[config.mk]
export PLATFORM = sky130hd
export DESIGN_NAME = swlq_ring_ram
export DESIGN_NICKNAME = d
export VERILOG_FILES = /design/src/rtl/core/assert_macros.svh /design/src/rtl/core/swlq_ring_ram.sv
export SDC_FILE = /design/constraint.sdc
export NUM_CORES = 2
export LEC_CHECK = 0
export BUFFER_PORTS_ARGS = -buffer_cell sky130_fd_sc_hd__clkbuf_2
export CORE_ASPECT_RATIO = 0.6
export CORE_MARGIN = 8
export CORE_UTILIZATION = 45
export CTS_BUF_LIST = sky130_fd_sc_hd__clkbuf_8
export CTS_CLUSTER_DIAMETER = 50
export DETAILED_ROUTE_END_ITERATION = 8
export GPL_TIMING_DRIVEN = 0
export PLACE_DENSITY = 0.62
export SYNTH_ARGS = -nofsm -noshare
export SYNTH_HDL_FRONTEND = slang
export SYNTH_SLANG_ARGS = --single-unit
[constraint.sdc]
create_clock -name clk -period 5.57 [get_ports clk]
set_clock_uncertainty 0.2 [all_clocks]
set_input_delay 1.114 -clock clk [delete_from_list [all_inputs] [get_ports clk]]
set_output_delay 1.114 -clock clk [all_outputs]
set_load 0.01 [all_outputs]
[src/rtl/core/assert_macros.svh]
// ----------------------------------------------------------------------------
// assert_macros.svh
// Concurrent assertion helpers shared by the link quality meter RTL.
// ----------------------------------------------------------------------------
`ifndef ASSERT_MACROS_SVH
`define ASSERT_MACROS_SVH

// Property checked on every rising clock edge, ignored while in reset
`define ASSERT_CLK(label, prop, msg) \
  label: assert property (@(posedge clk) disable iff (rst) prop) else $error(msg);

// Implication checked on every rising clock edge, ignored while in reset
`define ASSERT_IMPL(label, ante, cons, msg) \
  label: assert property (@(posedge clk) disable iff (rst) (ante) |-> (cons)) else $error(msg);

`endif

[src/rtl/core/swlq_ring_ram.sv]
// ----------------------------------------------------------------------------
// swlq_ring_ram
// Simple dual-port synchronous RAM, one write and one registered read port.
// ----------------------------------------------------------------------------
module swlq_ring_ram #(
  parameter int WIDTH = 32,
  parameter int DEPTH = 64
) (
  input  logic                     clk,
  input  logic                     we,
  input  logic [$clog2(DEPTH)-1:0] waddr,
  input  logic [WIDTH-1:0]         wdata,
  input  logic [$clog2(DEPTH)-1:0] raddr,
  output logic [WIDTH-1:0]         rdata
);

  logic [WIDTH-1:0] mem [DEPTH];

  // Write port
  always_ff @(posedge clk) begin
    if (we) begin
      mem[waddr] <= wdata;
    end
  end

  // Read port, registered
  always_ff @(posedge clk) begin
    rdata <= mem[raddr];
  end

endmodule

==> impl_results.md <==
- Root Driver: clkbuf_8
- Worst-path maximum fanout: 10
- Clock power share: 37.5%
- Synth Cell Area: 78500 um^2
- Critical Path End Type: flip-flop
- Total GRT Usage: 26.0%
- Register share of total power: 56.3%
- Fin. max-slew vios: 11
- Starting Density: 45.4%
- Period utilisation layout: 91.3%
- Top_reg_cell synth: edfxtp_1
- Area of the multi-input gates: 16000 um^2
- Unrepaired setup endpoints after global routing: false
- Detail Route Antenna Nets: 0
- DRC Markers: 0
- Post-Syn Area per Cell: 23.6 um^2
- Pwr dens: 343 nW/um^2
- Mapped Cells: 3324
- Seq/Total Area, Yosys: 79.1%
- Initial antenna violation count: 18
- R2R depth: 4
- Number of global-route vias before repair: 38900
- DRT iter0 DRCs: 8033
- CTS tree: done
- Top post-synthesis cells by area: edfxtp_1, mux4_2, mux2i_1
- Max cap viols: 1
- Hold depth: 1
- WP data required: 6120 ps
- Commonest non-fill, non-tap cell in the layout: edfxtp_1
- Post-DR vias/cell: 6.37
- Status: finished, violations left
- Fmax: 197 MHz
- Setup Crit Path Kind: in -> reg
- Clock tree buffer depth: 4
- GR Overflow Total: 0
- DP HPWL: 162000 um
- FF/Latch Area: 62100 um^2
- Nets@finish: 3849
- Failing checks: max-capacitance violations, max-slew violations
- Comb pwr share: 6.3%
- Layout Cells excl Fill: 6368
- Largest net degree at the start of global routing: 65
- Clock Sinks: 2080
- Area share of the largest cell type after synthesis: 78.3%
- Peak VDD IR: 0.208 mV
- Post-synth ARST share: 0%
- Clk_lat worst skew: 930 ps
- Final Hold Viols: 0
- Io pins: 78
- EDFF count, synth: 2048
- Cts bufs inserted: 307
- Cell total after placement: 5824
- Htree depth: 5
- Most area-hungry cell type in the Yosys netlist: edfxtp_1
- Worst Hold Class: in -> reg
- Die ar.: 189000 um^2
- Chip Width: 555 um
- Period minus WS final: 5090 ps
- Vias: 40600
- Crit path arrival time: 5640 ps
- Internal Power: 0.0236 W
- GPL Wtd Cong: 0.857
- Slew margin rel.: -4.85%
- Share of cells above drive strength 1: 30.7%
- DP Worst Slack: -295 ps
- Final WS setup: 484 ps
- First-pass GRT wire length: 335000 um
- Core Area: 173000 um^2
- Clock slew at reported path FFs: 60 ps
- DRT Pass-1 Iters: 5
- Synth Warn #: 0
- Routed wire per std cell: 39.1 um
- Sw frac: 23.5%
- # rows: 118
- Library cells used by synthesis: 34
- Psw: 0.00726 W
- Post-cts sizing count: 0
- CTS hold repair buffers: 0
- Worst Setup Start Kind: input port
- Routed WL: 249000 um
- #FFs+latches synth: 2080
- Worst Tran Pin Value: 1570 ps
- Setup violators final: 0
- Most frequent cells in the layout: edfxtp_1, mux4_2, clkbuf_8, mux2i_1, inv_1
- LEAKAGE: 28.2 nW
- FILL cells: 13300
- Post-CTS Setup Inserts: 0
- Synthesis-to-finish area growth: 14.5%
- Syn Nets: 3370
- Die height: 340 um
- Port Buffers: 69
worst max-delay path, cell delays in order:
cell      delay (ps)
buf_2            440
buf_2            390
buf_2            380
buf_1            900
nand3b_1         760
o221ai_1         530
a21oi_1          290
a21oi_1          670
nor2_1           120
sequential cells by signal (all words and copies together) (netlist names):
register  flops
rdata        32
mem        2048
stage by stage:
stage / hold slack (ps) / utilization, % / cell area, um^2 / TNS (ps) / power, W
finish: 309 / 52.0 / 89900 / 0 / 0.0309
global route: 257 / 52.0 / 89900 / 0 / 0.0316
CTS: 233 / 51.9 / 89700 / 0 / 0.0309
detailed placement: 701 / 48.7 / 84200 / -778 / 0.0196
global placement: 689 / 47.3 / 81800 / -1553910 / 0.0195
floorplan: 463 / - / 78500 / 0 / 0.0185
cell families (layout without fill, tap and decap cells):
family                 after synthesis  after routing  synth area share, %
AND/OR/NAND/NOR                    223            223                 1.27
other                                0              7                    0
AO/OA/AOI/OAI                      202            202                 1.67
buffers and inverters              182            879                 1.13
multiplexers                       637            637                 16.8
flip-flops                        2080           2080                 79.1
synth_stat cells, types with 3 or more instances:
master    number
edfxtp_1    2048
nor2_1       137
a41o_1         4
buf_2         57
nand3b_1       5
and3_1         4
buf_4         25
nor2b_1       15
or3_1          3
nand3_1        5
or3b_2         3
mux4_2       544
buf_6          5
nor3_1         7
dfxtp_1       32
o22ai_1       84
nand2_1       26
a21oi_1       62
a311oi_1       8
o221ai_1      27
mux2i_1       93
buf_1         21
clkbuf_1      74
o32ai_1        4
nand2b_1       8
a22oi_1       12
power groups by stage:
stage / registers [W] / logic, W / clock network (W)
finish: 0.0174 / 0.00193 / 0.0116
global route: 0.0174 / 0.00198 / 0.0123
CTS: 0.0174 / 0.00186 / 0.0116
detailed placement: 0.0177 / 0.00186 / 0
global placement: 0.0177 / 0.00179 / 0
floorplan: 0.0177 / 0.000843 / 0
cell type report:
cell class / instances / area share [%]
Clock buffer: 317 / 4.85
Timing Repair Buffer: 170 / 2.77
Clock inverter: 210 / 1.21
Buffer: 182 / 0.994
Tap cell: 2340 / 3.26
Multi-Input combinational cell: 1062 / 17.8
Sequential cell: 2080 / 69.1
Antenna cell: 7 / 0.0195
worst paths after layout:
check	slack, ps	to	start
worst min-delay path	310	mem[60][11]	wdata[11]
worst max register to register	2900	rdata[11]	mem[31][11]
worst min register to register	640	rdata[20]	mem[28][20]
worst max-delay path	480	rdata[13]	raddr[1]
per-layer routing:
metal  up-vias  global-route usage [%]  routed length (um)
li1      15300                       -                   -
met1     21500                    39.0               98500
met2      3353                    34.1              100000
met3       424                    10.9               42200
met4         0                    8.31                8260
met5         -                       0                   0
(Power assumes the default switching activity.)
