[src/rtl/core/assert_macros.svh]
// ----------------------------------------------------------------------------
// assert_macros.svh
// Concurrent assertion helpers shared by the link quality meter RTL.
// ----------------------------------------------------------------------------
`ifndef ASSERT_MACROS_SVH
`define ASSERT_MACROS_SVH

// Property checked on every rising clock edge, ignored while in reset
`define ASSERT_CLK(label, prop, msg) \
  label: assert property (@(posedge clk) disable iff (rst) prop) else $error(msg);

// Implication checked on every rising clock edge, ignored while in reset
`define ASSERT_IMPL(label, ante, cons, msg) \
  label: assert property (@(posedge clk) disable iff (rst) (ante) |-> (cons)) else $error(msg);

`endif

[src/rtl/core/swlq_pkg.sv]
// ----------------------------------------------------------------------------
// swlq_pkg
// Widths, constants and ring entry types for the link quality meter.
// ----------------------------------------------------------------------------
package swlq_pkg;

  // Ring depths
  localparam int LOSS_DEPTH = 64;
  localparam int SEND_DEPTH = 64;
  localparam int LOSS_AW    = $clog2(LOSS_DEPTH);
  localparam int LOSS_CW    = $clog2(LOSS_DEPTH + 1);
  localparam int SEND_AW    = $clog2(SEND_DEPTH);
  localparam int SEND_CW    = $clog2(SEND_DEPTH + 1);

  // Field widths
  localparam int STAMP_W = 32;
  localparam int LOST_W  = 17;
  localparam int BYTES_W = 32;
  localparam int PING_W  = 16;
  localparam int RATE_W  = 48;
  localparam int REQ_W   = 2;

  // Running totals and the scaled byte sum
  localparam int LOSS_TOT_W  = LOST_W + LOSS_CW;
  localparam int BYTES_TOT_W = BYTES_W + SEND_CW;
  localparam int PING_TOT_W  = PING_W + SEND_CW;
  localparam int MS_W        = 10;
  localparam int PROD_W      = BYTES_TOT_W + MS_W;

  // Shared divider
  localparam int DIV_N_W = PROD_W;
  localparam int DIV_D_W = 32;
  localparam int DIV_CW  = $clog2(DIV_N_W + 1);

  // Constants
  localparam logic [LOST_W-1:0]  Q16_ONE      = LOST_W'(65536);
  localparam logic [MS_W-1:0]    MS_PER_S     = MS_W'(1000);
  localparam logic [STAMP_W-1:0] WINDOW_RESET = STAMP_W'(4000);

  // Configuration port
  localparam int PADDR_W    = 3;
  localparam logic REG_WINDOW = 1'b0;

  // Request codes
  localparam logic [REQ_W-1:0] REQ_LOSS  = 2'd0;
  localparam logic [REQ_W-1:0] REQ_SEND  = 2'd1;
  localparam logic [REQ_W-1:0] REQ_CLEAR = 2'd2;
  localparam logic [REQ_W-1:0] REQ_NONE  = 2'd3;

  typedef struct packed {
    logic [STAMP_W-1:0] stamp;
    logic [LOST_W-1:0]  value;
  } loss_entry_t;

  typedef struct packed {
    logic [STAMP_W-1:0] stamp;
    logic [BYTES_W-1:0] bytes;
    logic [PING_W-1:0]  ping;
  } send_entry_t;

endpackage

[src/rtl/core/swlq_divider.sv]
// ----------------------------------------------------------------------------
// swlq_divider
// Restoring divider, one quotient bit per cycle, shared by all three means.
// ----------------------------------------------------------------------------
module swlq_divider (
  input  logic                         clk,
  input  logic                         rst,
  input  logic                         start,
  input  logic [swlq_pkg::DIV_N_W-1:0] dividend,
  input  logic [swlq_pkg::DIV_D_W-1:0] divisor,
  output logic                         busy,
  output logic                         done,
  output logic [swlq_pkg::DIV_N_W-1:0] quotient
);
  import swlq_pkg::*;

  logic [DIV_D_W:0]   rem;
  logic [DIV_D_W-1:0] dvs;
  logic [DIV_CW-1:0]  cnt;
  logic [DIV_D_W:0]   trial;
  logic [DIV_D_W:0]   diff;

  // Shift in the next dividend bit and try a subtraction
  assign trial = {rem[DIV_D_W-1:0], quotient[DIV_N_W-1]};
  assign diff  = trial - {1'b0, dvs};

  always_ff @(posedge clk) begin
    if (rst) begin
      busy <= 1'b0;
      done <= 1'b0;
      cnt  <= '0;
    end else begin
      done <= 1'b0;
      if (start) begin
        busy     <= 1'b1;
        cnt      <= DIV_CW'(DIV_N_W);
        rem      <= '0;
        dvs      <= divisor;
        quotient <= dividend;
      end else if (busy) begin
        if (trial >= {1'b0, dvs}) begin
          rem      <= diff;
          quotient <= {quotient[DIV_N_W-2:0], 1'b1};
        end else begin
          rem      <= trial;
          quotient <= {quotient[DIV_N_W-2:0], 1'b0};
        end
        cnt <= cnt - 1'b1;
        if (cnt == DIV_CW'(1)) begin
          busy <= 1'b0;
          done <= 1'b1;
        end
      end
    end
  end

endmodule

[config.mk]
export PLATFORM = sky130hd
export DESIGN_NAME = swlq_divider
export DESIGN_NICKNAME = d
export VERILOG_FILES = /design/src/rtl/core/assert_macros.svh /design/src/rtl/core/swlq_pkg.sv /design/src/rtl/core/swlq_divider.sv
export SDC_FILE = /design/constraint.sdc
export NUM_CORES = 1
export LEC_CHECK = 0
export BUFFER_PORTS_ARGS = -buffer_cell sky130_fd_sc_hd__buf_4
export CORE_MARGIN = 1.5
export CORE_UTILIZATION = 30
export DETAILED_ROUTE_END_ITERATION = 16
export SLEW_MARGIN = 20
export SYNTH_ARGS = -nofsm -noshare
export SYNTH_HDL_FRONTEND = slang
export SYNTH_SLANG_ARGS = --single-unit
[constraint.sdc]
create_clock -name clk -period 14.7 [get_ports clk]
set_input_delay 2.94 -clock clk [delete_from_list [all_inputs] [get_ports clk]]
set_output_delay 2.94 -clock clk [all_outputs]
set_load 0.03 [all_outputs]
==> flow_metrics.env <==
export IMPL_finalClockSkew_ps=11.28
export IMPL_clk_pin_slew_ps=60
export IMPL_critPathLaunchType="primary input"
export IMPL_viasPerCell=4.760
export IMPL_via_count=4684
export IMPL_cap_violations=0
export IMPL_hp_start="cnt[1]$_SDFFE_PP0P_"
export IMPL_fmax_mhz=229.6
export IMPL_cts_sinks=121
export IMPL_synth_area_mm2=0.006628
export IMPL_placedCellCount=952
export IMPL_grt_max_degree=77
export IMPL_synth_fp_nets=677
export IMPL_grt_pass1_wl_um=25270
export IMPL_design_area_mm2=0.008473
export IMPL_power_leakage_uw=0.003530
export IMPL_start_util_pct=30.46
export IMPL_final_common_cell="buf_4"
export IMPL_cp_slowest_cell="buf_4"
export IMPL_stdcell_count=984
export IMPL_clkPwrFrac_pct=37.4
export IMPL_worstPathArrival_ps=4390
export IMPL_syn_to_final_growth_pct=27.85
export IMPL_cts_hold_buf=0
export IMPL_worstSetupEndpointType="flip-flop"
export IMPL_cts_htree_levels=4
export IMPL_path_buf_inv=2
export IMPL_slew_headroom_pct=33.10
export IMPL_cellPowerDensity_mw_per_mm2=127.6
export IMPL_postPlaceCellArea_mm2=0.007904
export IMPL_drive_above_1_share_pct=32.24
export IMPL_yosys_area_top_type="edfxtp_1"
export IMPL_ys_types=54
export IMPL_cp_required_ps=14730
export IMPL_synth_flop_cell="edfxtp_1"
export IMPL_synth_seq_cells=121
export IMPL_place_ws_ps=9898
export IMPL_die_w_um=151.6
export IMPL_vdd_drop_max_uv=76.59
export IMPL_antenna_cells=0
export IMPL_p_int_uw=760.5
export IMPL_hold_end="cnt[1]$_SDFFE_PP0P_"
export IMPL_reg2reg_depth=11
export IMPL_worstMarginPinSlew_ps=999.7
export IMPL_crit_chain="buf_4 > nor2_1 > nor2_4 > buf_4"
export IMPL_cts_root_buf="clkbuf_16"
export IMPL_layout_setup_ws_ps=10350
export IMPL_min_period_ps=4355
export IMPL_gp_congestion=0.8129
export IMPL_rows=54
export IMPL_coreArea_mm2=0.02176
export IMPL_post_route_util_pct=38.95
export IMPL_seqPwrFrac_pct=39.7
export IMPL_rsz0062_at_grt="false"
export IMPL_crit_type="primary input to flip-flop"
export IMPL_clockBufferDepth=2
export IMPL_drt_wl_total_um=15210
export IMPL_io_pins=135
export IMPL_netSwitchingPower_uw=320.7
export IMPL_firstDrtPassIters=4
export IMPL_avgSynthCellArea_um2=11.88
export IMPL_grt_antenna_before_repair=0
export IMPL_final_cell_mix="137 x buf_4, 113 x edfxtp_1, 48 x mux2_2"
export IMPL_path_max_fanout=71
export IMPL_setup_violations=0
export IMPL_insertion_delay_ps=420
export IMPL_cts_made_buffers=17
export IMPL_die_area_mm2=0.02299
export IMPL_status="finished clean"
export IMPL_ctsResizeCount=0
export IMPL_multi_input_area_mm2=0.002803
export IMPL_post_cts_buffers=0
export IMPL_hpwlAfterDp_um=10800
export IMPL_nNetsFinal=810
export IMPL_grt_usage_pct=14.33
export IMPL_switching_share_pct=29.66
export IMPL_fin_crit_sh_pct=29.62
export IMPL_ys_warnings_count=0
export IMPL_synth_top_area_share_pct=51.20
export IMPL_setup_tns_ps=0
export IMPL_r2r_end="rem[6]$_SDFFCE_PP0P_"
export IMPL_ys_async_sr_fraction_pct=0
export IMPL_final_fill_count=2145
export IMPL_hold_class="flip-flop to flip-flop"
export IMPL_hold_viol_final=0
export IMPL_port_buffers=134
export IMPL_synth_edff_count=113
export IMPL_crit_path_frequent_cell="buf_4"
export IMPL_slew_violations=0
export IMPL_grt_pass1_vias=4869
export IMPL_synth_area_top_cells="edfxtp_1 51%, mux2_2 8.2%, ha_1 6.4%, xnor2_1 2.9%, a21oi_1 2.7%"
export IMPL_drc=0
export IMPL_r2r_start="rem[3]$_SDFFCE_PP0P_"
export IMPL_seq_area_mm2=0.003553
export IMPL_cp_slowest_stage_delay_ps=800
export IMPL_ys_seq_area_share_pct=53.62
export IMPL_rrSetupSlack_ps=10810
export IMPL_wl_per_cell_um=15.46
export IMPL_cts_tree="built"
export IMPL_first_iter_violations=202
export IMPL_p_comb_share_pct=23.0
export IMPL_hold_path_depth=2
export IMPL_die_h_um=151.6
export IMPL_grt_remaining_overflow=0
export IMPL_postRouteAntennaNets=0
export IMPL_crit_family="buffers and inverters"
export IMPL_syn_inst=558
==> cell usage after synthesis, types with 2 or more instances <==
library cell / instances
mux2i_1: 18
dfxtp_1: 8
o21a_1: 4
o211ai_1: 5
buf_1: 3
a211oi_2: 5
inv_1: 44
a31oi_1: 3
xnor2_1: 22
nand2_1: 30
a21oi_1: 36
nand3_1: 10
o21bai_1: 5
xor2_1: 8
nor2_1: 47
o31ai_1: 3
nor4_1: 3
edfxtp_1: 113
o22ai_1: 2
nor2b_1: 4
buf_6: 4
nand4_1: 8
a211o_1: 3
nor3_1: 5
and3_1: 6
a211oi_1: 3
ha_1: 34
o21ai_0: 13
a21o_1: 14
nand2b_1: 8
or3_1: 2
mux2_2: 48
clkbuf_1: 15
a221o_1: 2
==> logic make-up after synthesis <==
logic type	after synthesis	share of synthesized area [%]
flops	121	53.62
buf+inv	68	4.323
compound gates	108	11.14
fa+ha+maj	35	6.721
simple gates	129	9.138
xor+xnor	30	3.964
mux	67	11.10
==> power groups by stage <==
stage / clock [uW] / sequential [uW] / combinational [uW]
CTS: 414 / 429 / 250
global route: 426 / 433 / 278
finish: 404 / 429 / 248
floorplan: 0 / 451 / 166
detailed placement: 0 / 436 / 249
global placement: 0 / 436 / 248
==> tightest hold or removal path, cell delays in order (launching register included) <==
cell and delay, ps:
dfxtp_1 320, nor2_1 80, a2111oi_0 60
==> flip-flops by register name, summed over array words and instances (netlist names) <==
signal	flops
rem	32
done	1
cnt	6
dvs	32
quotient	49
busy	1
==> stage by stage <==
| stage | total power (uW) | hold slack [ps] |
|---|---|---|
| 2_1_floorplan | 616.4 | 468.9 |
| 3_3_place_gp | 684.1 | 492.4 |
| 3_5_place_dp | 684.3 | 496.7 |
| 4_1_cts | 1094 | 505.7 |
| 5_1_grt | 1136 | 559.8 |
| 6_report | 1081 | 498.1 |
==> worst max path at each step <==
stage	startpoint	to	cells after the start
6_report	start	rem[6]$_SDFFCE_PP0P_	4
5_1_grt	start	dvs[18]$_DFFE_PP_	3
4_1_cts	start	quotient[6]$_DFFE_PP_	4
3_5_place_dp	start	quotient[14]$_DFFE_PP_	4
3_3_place_gp	start	quotient[12]$_DFFE_PP_	4
2_1_floorplan	start	quotient[0]$_DFFE_PP_	5
==> area by class of cell <==
cell class | instances | share of cell area [%]
tap | 280 | 4.135
clock inverter | 14 | 1.654
clock buffer | 18 | 5.065
inverter | 45 | 1.994
timing repair buffer | 137 | 12.14
multi-input combinational | 369 | 33.08
sequential | 121 | 41.94
==> layer usage <==
metal,global-route usage (%),up-vias,part of all wire [%]
met4,4.615,0,1.3
li1,-,2330,-
met5,0,-,0
met3,5.898,17,8.5
met1,17.95,2207,45
met2,22.41,130,45
(Power assumes the default switching activity.)
